==> config.mk <==
export PLATFORM = sky130hd
export DESIGN_NAME = rgb_led_spi_bit_encoder_core
export DESIGN_NICKNAME = d
export VERILOG_FILES = /design/src/rtl/rgbenc_pkg.sv /design/src/rtl/rgbenc_lane.sv /design/src/rtl/rgbenc_merge.sv /design/src/rtl/rgb_led_spi_bit_encoder_core.sv
export SDC_FILE = /design/constraint.sdc
export NUM_CORES = 1
export LEC_CHECK = 0
export BUFFER_PORTS_ARGS = -buffer_cell sky130_fd_sc_hd__buf_4
export CAP_MARGIN = 20
export CORE_MARGIN = 2
export CORE_UTILIZATION = 40
export CTS_CLUSTER_DIAMETER = 50
export CTS_CLUSTER_SIZE = 24
export DETAILED_ROUTE_END_ITERATION = 10
export PLACE_DENSITY = 0.67
export SYNTH_ARGS = -nofsm -noshare
export SYNTH_HDL_FRONTEND = slang
export SYNTH_HIERARCHICAL = 1
export SYNTH_SLANG_ARGS = --single-unit
==> constraint.sdc <==
create_clock -name aclk -period 7.1 [get_ports aclk]
set_input_delay 1.065 -clock aclk [delete_from_list [all_inputs] [get_ports aclk]]
set_output_delay 1.065 -clock aclk [all_outputs]
set_load 0.01 [all_outputs]
==> src/rtl/rgbenc_pkg.sv <==
`timescale 1ns / 1ps
`default_nettype none

package rgbenc_pkg;

    // APB register file
    localparam int          APB_ADDR_W          = 3;
    localparam int          APB_DATA_W          = 32;
    localparam logic        REG_IDX_BRIGHTNESS  = 1'b0;
    localparam logic [7:0]  BRIGHTNESS_RESET    = 8'd51;

    // nibble codes
    localparam logic [3:0]  NIBBLE_ONE          = 4'h7;
    localparam logic [3:0]  NIBBLE_ZERO         = 4'h4;

    // channel codes, also the output order
    localparam int          CH_NUM              = 3;
    localparam logic [1:0]  CH_GREEN            = 2'd0;
    localparam logic [1:0]  CH_RED              = 2'd1;
    localparam logic [1:0]  CH_BLUE             = 2'd2;

    // divider: 9 quotient bits (top one always zero), 3 per cycle
    localparam int          DIV_REM_W           = 10;
    localparam int          DIV_SH_W            = 9;
    localparam int          DIV_BITS_PER_CYCLE  = 3;
    localparam logic [1:0]  DIV_CNT_LAST        = 2'd2;

    typedef struct packed {
        logic [7:0] red;
        logic [7:0] green;
        logic [7:0] blue;
        logic       normalize;
    } rgbenc_in_t;

    typedef struct packed {
        logic [31:0] code_word;
        logic [1:0]  channel;
        logic        last;
    } rgbenc_out_t;

    typedef struct packed {
        logic load;   // start a new division
        logic step;   // advance one iteration
    } rgbenc_lane_ctl_t;

    function automatic logic [31:0] byte_to_code_word(input logic [7:0] value);
        logic [31:0] word;
        word = '0;
        for (int i = 0; i < 8; i++) begin
            word[4*i +: 4] = value[i] ? NIBBLE_ONE : NIBBLE_ZERO;
        end
        return word;
    endfunction

endpackage

`default_nettype wire

==> src/rtl/rgbenc_lane.sv <==
`timescale 1ns / 1ps
`default_nettype none

// One colour lane: scale product and restoring divider, 3 quotient bits/cycle.
module rgbenc_lane
    import rgbenc_pkg::*;
(
    input  wire logic                  aclk,
    input  wire rgbenc_lane_ctl_t      ctl,
    input  wire logic [7:0]            value,
    input  wire logic [7:0]            brightness,
    input  wire logic                  normalize,
    input  wire logic [DIV_REM_W-1:0]  divisor,
    output logic [7:0]                 quot
);

    logic [DIV_REM_W-1:0] rem_reg, rem_next;
    logic [DIV_SH_W-1:0]  sh_reg,  sh_next;
    logic [DIV_REM_W-1:0] div_reg, div_next;
    logic [15:0]          prod;
    logic [DIV_REM_W-1:0] rem_step;
    logic [DIV_SH_W-1:0]  sh_step;

    // raw pass-through is a division of the byte by one
    assign prod = normalize ? (value * brightness) : {8'b0, value};

    always_comb begin
        logic [DIV_REM_W:0] trial;
        logic               qbit;
        rem_step = rem_reg;
        sh_step  = sh_reg;
        for (int k = 0; k < DIV_BITS_PER_CYCLE; k++) begin
            trial = {rem_step, sh_step[DIV_SH_W-1]};
            qbit  = (trial >= {1'b0, div_reg});
            if (qbit) begin
                rem_step = DIV_REM_W'(trial - {1'b0, div_reg});
            end else begin
                rem_step = trial[DIV_REM_W-1:0];
            end
            sh_step = {sh_step[DIV_SH_W-2:0], qbit};
        end
    end

    always_comb begin
        rem_next = rem_reg;
        sh_next  = sh_reg;
        div_next = div_reg;
        if (ctl.load) begin
            rem_next = {3'b0, prod[15:9]};
            sh_next  = prod[8:0];
            div_next = divisor;
        end else if (ctl.step) begin
            rem_next = rem_step;
            sh_next  = sh_step;
        end
    end

    // on the final step the quotient is forwarded before it lands
    assign quot = ctl.step ? sh_step[7:0] : sh_reg[7:0];

    always_ff @(posedge aclk) begin
        rem_reg <= rem_next;
        sh_reg  <= sh_next;
        div_reg <= div_next;
    end

endmodule

`default_nettype wire

==> src/rtl/rgbenc_merge.sv <==
`timescale 1ns / 1ps
`default_nettype none

// Collects the three lane bytes and sends them as green, red, blue words.
module rgbenc_merge
    import rgbenc_pkg::*;
(
    input  wire logic                    aclk,
    input  wire logic                    aresetn,
    input  wire logic                    load,
    input  wire logic [CH_NUM-1:0][7:0]  ch_byte,
    output logic                         can_load,
    output logic                         m_valid,
    input  wire logic                    m_ready,
    output rgbenc_out_t                  m_data
);

    logic                   valid_reg, valid_next;
    logic [1:0]             idx_reg,   idx_next;
    logic [CH_NUM-1:0][7:0] byte_reg,  byte_next;

    assign can_load = !valid_reg || (m_ready && idx_reg == CH_BLUE);
    assign m_valid  = valid_reg;

    always_comb begin
        m_data.code_word = byte_to_code_word(byte_reg[idx_reg]);
        m_data.channel   = idx_reg;
        m_data.last      = (idx_reg == CH_BLUE);
    end

    always_comb begin
        valid_next = valid_reg;
        idx_next   = idx_reg;
        byte_next  = byte_reg;
        if (load) begin
            valid_next = 1'b1;
            idx_next   = CH_GREEN;
            byte_next  = ch_byte;
        end else if (valid_reg && m_ready) begin
            if (idx_reg == CH_BLUE) begin
                valid_next = 1'b0;
            end else begin
                idx_next = idx_reg + 2'd1;
            end
        end
    end

    always_ff @(posedge aclk) begin
        if (!aresetn) begin
            valid_reg <= 1'b0;
            idx_reg   <= CH_GREEN;
        end else begin
            valid_reg <= valid_next;
            idx_reg   <= idx_next;
        end
        byte_reg <= byte_next;
    end

endmodule

`default_nettype wire

==> src/rtl/rgb_led_spi_bit_encoder_core.sv <==
`timescale 1ns / 1ps
`default_nettype none

// Pixel to SPI code-word encoder for single-wire RGB LED strips. Each
// request carries red, green, blue and a normalize flag; with normalize set
// every channel becomes floor(c * brightness / (red + green + blue + 1)),
// exact integer math, otherwise the raw byte is used. Three 32-bit words
// follow on the m_ channel in the order green, red, blue (channel 0, 1, 2,
// last on blue); each data bit, MSB first, becomes nibble 0x7 for a one
// or 0x4 for a zero, first nibble in bits 31:28. The three lane dividers
// each resolve 3 quotient bits per cycle and, if the output stage has room,
// a new request is taken on their final iteration; the output stage sends
// one word per cycle while m_ready is high. The green word is presented once
// the output stage has loaded the finished quotients. brightness sits at APB
// byte address 0 (resets to 51); writes are meant to happen only while the
// encoder is idle.
module rgb_led_spi_bit_encoder_core
    import rgbenc_pkg::*;
(
    input  wire logic                   aclk,
    input  wire logic                   aresetn,

    // pixel requests
    input  wire logic                   s_valid,
    output logic                        s_ready,
    input  wire rgbenc_in_t             s_data,

    // code words
    output logic                        m_valid,
    input  wire logic                   m_ready,
    output rgbenc_out_t                 m_data,

    // APB register port
    input  wire logic                   psel,
    input  wire logic                   penable,
    input  wire logic                   pwrite,
    input  wire logic [APB_ADDR_W-1:0]  paddr,
    input  wire logic [APB_DATA_W-1:0]  pwdata,
    output logic [APB_DATA_W-1:0]       prdata,
    output logic                        pready
);

    // ---------------------------------------------------------------
    // Register file: only brightness; index is the word address.
    // ---------------------------------------------------------------
    logic [7:0] bright_reg, bright_next;
    logic       reg_idx;
    logic       reg_wr;

    assign pready  = 1'b1;
    assign reg_idx = paddr[APB_ADDR_W-1:2];
    assign reg_wr  = psel && penable && pwrite && pready;

    always_comb begin
        bright_next = bright_reg;
        if (reg_wr && reg_idx == REG_IDX_BRIGHTNESS) begin
            bright_next = pwdata[7:0];
        end
    end

    always_comb begin
        prdata = '0;
        if (reg_idx == REG_IDX_BRIGHTNESS) begin
            prdata = {{(APB_DATA_W-8){1'b0}}, bright_reg};
        end
    end

    // ---------------------------------------------------------------
    // Divider sequencer, shared by the three lanes.
    //   busy : lanes are iterating, cnt counts the 3 iterations
    //   hold : quotients finished but the output stage was full
    // On the final iteration the quotients go straight to the output
    // stage if it can load, so a new request is taken at that same edge.
    // ---------------------------------------------------------------
    logic             busy_reg, busy_next;
    logic             hold_reg, hold_next;
    logic [1:0]       cnt_reg,  cnt_next;
    logic             last_step;
    logic             merge_can_load;
    logic             merge_load;
    logic             accept;
    rgbenc_lane_ctl_t lane_ctl;

    assign last_step  = busy_reg && (cnt_reg == DIV_CNT_LAST);
    assign merge_load = (last_step || hold_reg) && merge_can_load;
    assign s_ready    = (!busy_reg && !hold_reg) || merge_load;
    assign accept     = s_valid && s_ready;

    assign lane_ctl.load = accept;
    assign lane_ctl.step = busy_reg;

    always_comb begin
        busy_next = busy_reg;
        hold_next = hold_reg;
        cnt_next  = cnt_reg;
        if (accept) begin
            busy_next = 1'b1;
            cnt_next  = '0;
        end else if (last_step) begin
            busy_next = 1'b0;
        end else if (busy_reg) begin
            cnt_next = cnt_reg + 2'd1;
        end
        if (last_step && !merge_can_load) begin
            hold_next = 1'b1;
        end else if (merge_load) begin
            hold_next = 1'b0;
        end
    end

    always_ff @(posedge aclk) begin
        if (!aresetn) begin
            bright_reg <= BRIGHTNESS_RESET;
            busy_reg   <= 1'b0;
            hold_reg   <= 1'b0;
            cnt_reg    <= '0;
        end else begin
            bright_reg <= bright_next;
            busy_reg   <= busy_next;
            hold_reg   <= hold_next;
            cnt_reg    <= cnt_next;
        end
    end

    // ---------------------------------------------------------------
    // Lanes. The divisor is common; raw mode divides by one.
    // ---------------------------------------------------------------
    logic [DIV_REM_W-1:0]   divisor;
    logic [CH_NUM-1:0][7:0] lane_in;
    logic [CH_NUM-1:0][7:0] lane_quot;

    assign divisor = s_data.normalize
                   ? ({2'b0, s_data.red} + {2'b0, s_data.green}
                      + {2'b0, s_data.blue} + DIV_REM_W'(1))
                   : DIV_REM_W'(1);

    assign lane_in[CH_GREEN] = s_data.green;
    assign lane_in[CH_RED]   = s_data.red;
    assign lane_in[CH_BLUE]  = s_data.blue;

    for (genvar i = 0; i < CH_NUM; i++) begin : g_lane
        rgbenc_lane u_lane (
            .aclk       (aclk),
            .ctl        (lane_ctl),
            .value      (lane_in[i]),
            .brightness (bright_reg),
            .normalize  (s_data.normalize),
            .divisor    (divisor),
            .quot       (lane_quot[i])
        );
    end

    // ---------------------------------------------------------------
    // Output stage: holds one pixel, emits three words.
    // ---------------------------------------------------------------
    rgbenc_merge u_merge (
        .aclk     (aclk),
        .aresetn  (aresetn),
        .load     (merge_load),
        .ch_byte  (lane_quot),
        .can_load (merge_can_load),
        .m_valid  (m_valid),
        .m_ready  (m_ready),
        .m_data   (m_data)
    );

endmodule

`default_nettype wire

# Word level (Yosys, flattened, before mapping)
# Index checks and enable logic that the tools add are counted.
# Widths: inputs -> output; s select.
word_totals:
  out_inout_bits: 70
  mem_bits_ro: 0
  reg_bits: 106
  elab_cells: 124
  input_bits: 67
  latchBits: 0
  ramBits: 0
  memories: 0
classes:
  n_bitwise: 4
  n_mul: 3
  reduce_logical: 27
  eq_ne: 2
  n_div: 0
  magnitude_cmp: 10
  shifts: 0
  addsub: 14
  mux: 45
op_table:
  columns: ["op", "count"]
  rows:
  - ["$ge 11x10->1", 9]
  - ["$mux 10", 9]
  - ["$sub 10x10->10", 9]
  - ["$mux 9", 6]
  - ["$mul 8x8->16", 3]
  - ["$mux 16", 3]
  - ["$mux 7", 6]
  - ["$mux 8", 5]
  - ["$bmux 8 s2", 1]
  - ["$mux 2", 8]
  - ["$add 10x1->10 const B", 1]
  - ["$add 9x8->10", 1]
  - ["$logic_and 1x1->1", 10]
  - ["$reduce_bool 2->1", 5]
  - ["$add 8x8->9", 1]
  - ["$mux 1", 7]
  - ["$reduce_and 2->1", 3]
  - ["$add 2x1->2 const B", 2]
  - ["$eq 2x2->1 const B", 2]
  - ["$logic_not 1->1", 4]
  - ["$not 1->1", 4]
  - ["$reduce_or 2->1", 2]
  - ["$logic_or 1x1->1", 3]
  - ["$lt 2x3->1 const B", 1]

# Longest topological paths before layout
logic_depth:
  depth_word: 8
  ltp_mapped: 31
  ltp_nobuf: 29

# By module
# Netlist, hierarchy kept.
modules_own_cells:
  columns: ["mod", "cells_each", "seq_area_each_um2", "instances", "area_per_inst_um2"]
  rows:
  - ["rgbenc_lane at g_lane[2].u_lane", 595, 840.8, 1, 5134.9]
  - ["rgbenc_lane at g_lane[0].u_lane", 554, 840.8, 1, 4946.0]
  - ["rgbenc_lane at g_lane[1].u_lane", 536, 840.8, 1, 4825.9]
  - ["rgb_led_spi_bit_encoder_core", 160, 240.2, 1, 1293.7]
  - ["rgbenc_merge", 85, 780.7, 1, 1241.2]

# Worst setup path before layout
# No wires, ideal clock.
synth_path:
  path_type: "register -> register"
  from: "reg g_lane[2].u_lane.div_reg[9]"
  to: "reg g_lane[2].u_lane.rem_reg[4], data pin"
  required_time_ns: 6.845
  slack_ns: 0.735
  path_buffers: 4
  path_stages_with_launch: 28
  setup_time_ns: 0.255
  synth_period_minus_slack_ns: 6.365
  arrival_time_ns: 6.109
  cell_sequence: "edfxtp_1 > inv_1 > ha_1 > buf_2 > a211oi_1 > nand2_1 > a41oi_1 > nand2_1 > buf_4 > mux2_2 > ha_1 > clkbuf_1 > nand4_1 > o21a_1 > o221ai_1 > a31oi_1 > o211ai_4 > mux2_2 > ha_1 > or4_1 > o21ai_2 > a31oi_2 > a41o_1 > or3_1 > buf_2 > or3_4 > a41o_1 > a31o_1"
synth_via:
  elab_chain_len: 8
  word_cells_on_any_way: 11
  classes_between: "add/sub (3); order compare (3); mux (5)"
synth_rtl:
  columns: ["item", "line", "source"]
  rows:
  - ["start: declaration", "rgbenc_lane.sv:19", "logic [DIV_REM_W-1:0] div_reg, div_next;"]
  - ["start signal: assignment", "rgbenc_lane.sv:64", "div_reg <= div_next;"]
  - ["$sub 10x10->10 / $ge 11x10->1 (equally long branches)", "rgbenc_lane.sv:36, rgbenc_lane.sv:34", null]
  - ["$mux 10", "rgbenc_lane.sv:35", "if (qbit) begin"]
  - ["$ge 11x10->1 / $sub 10x10->10 (equally long branches)", "rgbenc_lane.sv:34, rgbenc_lane.sv:36", null]
  - ["$mux 10", "rgbenc_lane.sv:35", null]
  - ["$sub 10x10->10 / $ge 11x10->1 (equally long branches)", "rgbenc_lane.sv:36, rgbenc_lane.sv:34", null]
  - ["$mux 10 (*)", "rgbenc_lane.sv:35", null]
  - ["$mux 7 (*)", "rgbenc_lane.sv:52", "end else if (ctl.step) begin"]
  - ["$mux 7 (*)", "rgbenc_lane.sv:48", "if (ctl.load) begin"]
  - ["named net g_lane[2].u_lane.rem_next[4]", "rgbenc_lane.sv:17", "logic [DIV_REM_W-1:0] rem_reg, rem_next;"]
  - ["end signal: assignment", "rgbenc_lane.sv:62", "rem_reg <= rem_next;"]
  - ["end: declaration", "rgbenc_lane.sv:17", null]
# Mark *: on every way through the listed nets, which the timed path passes. The rest lies on a longest branch. The select of a mux whose other input is x is not followed.
# A chain may end at the register's enable or synchronous reset.

# Worst setup path in the final report
layout_path:
  from: "reg g_lane[0].u_lane.div_reg[1]"
  to: "reg g_lane[0].u_lane.rem_reg[1], data pin"
layout_via:
  elab_chain_len: 8
  word_cells_on_any_way: 11
  classes_between: "add/sub (3); order compare (3); mux (5)"
layout_rtl:
  columns: ["item", "line"]
  rows:
  - ["start: declaration", "rgbenc_lane.sv:19"]
  - ["start signal: assignment", "rgbenc_lane.sv:64"]
  - ["$sub 10x10->10 / $ge 11x10->1 (equally long branches)", "rgbenc_lane.sv:36, rgbenc_lane.sv:34"]
  - ["$mux 10", "rgbenc_lane.sv:35"]
  - ["$ge 11x10->1 / $sub 10x10->10 (equally long branches)", "rgbenc_lane.sv:34, rgbenc_lane.sv:36"]
  - ["$mux 10", "rgbenc_lane.sv:35"]
  - ["$sub 10x10->10 / $ge 11x10->1 (equally long branches)", "rgbenc_lane.sv:36, rgbenc_lane.sv:34"]
  - ["$mux 10 (*)", "rgbenc_lane.sv:35"]
  - ["$mux 7 (*)", "rgbenc_lane.sv:52"]
  - ["$mux 7 (*)", "rgbenc_lane.sv:48"]
  - ["named net g_lane[0].u_lane.rem_next[1]", "rgbenc_lane.sv:17"]
  - ["end signal: assignment", "rgbenc_lane.sv:62"]
  - ["end: declaration", "rgbenc_lane.sv:17"]
# Marks and branches as above.

==> flow_summary.ini <==
[placement]
place_area_sq_um = 18290
gp_congestion = 0.9265
dp_hpwl_microns = 34470
port_buffers = 69

[flow_run]
cap_violations = 0

[grt]
grtUsageTotal_pct = 19.67
grt_max_degree = 59
grt_pass1_wl_microns = 70120
grt_pass1_vias = 13340
antenna_found_initial = 0
gr-total-overflow = 0

[logic_synthesis]
synth.distinct_cells = 87
synth_flop_cell = edfxtp_1
synth_xor_area_share_pct = 4.821
synth-compound-area-share_pct = 13.67
async_reset_ff_share_pct = 0
synthesis.instances = 1930
ys_seq_area_share_pct = 20.32
synth-edff-count = 102
yosysTopAreaCell = edfxtp_1
yosysMostFrequentCell = inv_1
synth_area_leaders = edfxtp_1 (18%), ha_1 (15%), fa_1 (14%)
synthAdderAreaFrac_pct = 29.34
yosys_warnings = 6
ys_ff_latch = 126
synthTopCellsByCount = inv_1 (239), ha_1 (209), nand2_1 (175)
synth-simple-area-share_pct = 16.66
synth_area_per_cell_sq_um = 9.037
synth_top_area_share_pct = 17.56
synth.area.mux_share_pct = 6.320
synth_top_family_by_area = adder cells
synth_area_sq_um = 17440

[clock_tree]
clk_latency_ps = 430
cts_setup_buffers = 0
numCtsBuffers = 17
cts.sinks = 126
clockBufferDepth = 2
cts_resized = 0
root_buffer = clkbuf_16
clkTransAtPathRegs_ps = 60
htreeDepth = 4
ctsHoldBuffers = 0
cts_tree = built

[detailed_routing]
drtAntennaViolNets = 0
drt_iter0_drc = 903
viasPerCell = 5.376
drt_pass1_iterations = 5
num_vias = 13780
drc = 0
post_drt_wl_per_cell_microns = 17.15
drt_wl_total_microns = 43960

[floorplanning]
ios = 137
initial_core_util_pct = 40.49
die_w_microns = 212.8
coreArea_sq_um = 43080
dieArea_sq_um = 45290
die_h_microns = 212.8
rows = 76

[sta]
maxSlewViolCount = 0
min_period_over_period_pct = 94.36
finalSetupTns_ps = 0
relSlewSlack_pct = 29.67
fmax_mhz = 149.3
clock_skew_ps = 9.069
worst_pin_slew_ps = 1054
hold_viol = 0
fin_crit_ps = 6699
setup_viol = 0
rsz0062_at_grt = no

[finish]
fin_nets = 2367
syn_to_final_growth_pct = 8.307
layout-drive-gt1-share_pct = 9.955
fill_cells = 4197
final_area_sq_um = 18890
n_antenna_cell = 0

[setup_path]
cp_max_fo = 13
path_delay_family = compound AO/OA/AOI/OAI gates
crit_slowest_cell = edfxtp_1
max_stage_delay_ps = 480
start_kind = flop
worst-path-buf-inv = 3
crit_type = flop to flop
arrival_ps = 6980
endpoint_kind = flop
worst_ep_required_time_ps = 7380

[hold_path]
hp-class = flop to flop

[run_status]
status = finished, final reports clean
==> worst paths after layout <==
path / from / to / slack, ps / depth (start not counted)
worst min register to register: cnt_reg[1] / cnt_reg[1] / 510 / 2
worst max register to register: g_lane[0].u_lane/div_reg[1] / g_lane[0].u_lane/rem_reg[1] / 400 / 28
worst min-delay path: cnt_reg[1] / cnt_reg[1] / 510 / 2
worst max-delay path: g_lane[0].u_lane/div_reg[1] / g_lane[0].u_lane/rem_reg[1] / 400 / 28
==> layout make-up <==
type	instances	area, sq um	area share (%)
Clock buffer	18	429.2	2.272
Clock inverter	14	158.9	0.8412
Inverter	239	899.6	4.762
Multi-Input combinational cell	1501	12520	66.27
Sequential cell	126	3545	18.76
Tap cell	585	732.0	3.875
Timing Repair Buffer	81	608.1	3.219
==> through the flow <==
stage / hold WS (ps) / util [%] / std cells / worst slack [ps]
final: 510.0 / 43.85 / 2564 / 400.7
after global placement: 489.3 / 42.46 / 2532 / 434.8
after global routing: 546.8 / 43.85 / 2564 / 4.081
after detailed placement: 506.2 / 42.46 / 2532 / 261.5
after CTS: 513.8 / 43.83 / 2564 / 236.9
after floorplan: 444.3 / - / 1967 / 735.5
==> worst min-delay path: cells and delay by family, from the launching register on <==
kind	cells	cell delay, ps
DFF	1	310
and+or+nand+nor	1	100
AOI/OAI and AO/OA	1	50
==> cells by family (layout without fill, tap and decap cells) <==
logic type | after synthesis | after routing
other | 4 | 41
AO/OA/AOI/OAI | 349 | 349
adder cells (fa/ha/maj) | 334 | 334
AND/OR/NAND/NOR | 578 | 578
XOR/XNOR | 96 | 96
multiplexers | 103 | 103
flip-flops | 126 | 126
buffers and inverters | 340 | 352
==> layout by cell type, fill, tap and decap left out, drive strengths merged, types with 7 or more instances in the layout <==
master,n
or2,7
nand3,34
o21bai,10
a2111oi,8
a21boi,8
o21a,24
clkbuf,18
a211oi,19
buf,81
o22ai,11
mux2,57
or3,17
conb,41
o311ai,8
dfxtp,24
a31oi,11
ha,209
o2bb2ai,10
fa,125
a21oi,95
nand4,21
a21o,32
nor3,37
nor2b,38
and3,14
xnor2,65
and2,98
nand2,175
mux2i,46
inv,243
o211ai,17
nand2b,21
o21ai,61
xor2,31
nor2,95
edfxtp,102
==> routing by layer <==
layer  global-route usage (%)  vias up  share of wire (%)
met5                        0        -                  0
met2                    31.25      418                 45
met3                    3.089       52                5.5
li1                         -     6645                  -
met1                    27.66     6668                 47
met4                    5.667        0                1.9
Power is left out: the tool's default activity adds up to more than one toggle a clock period on the data nets, which glitch-free logic cannot reach.
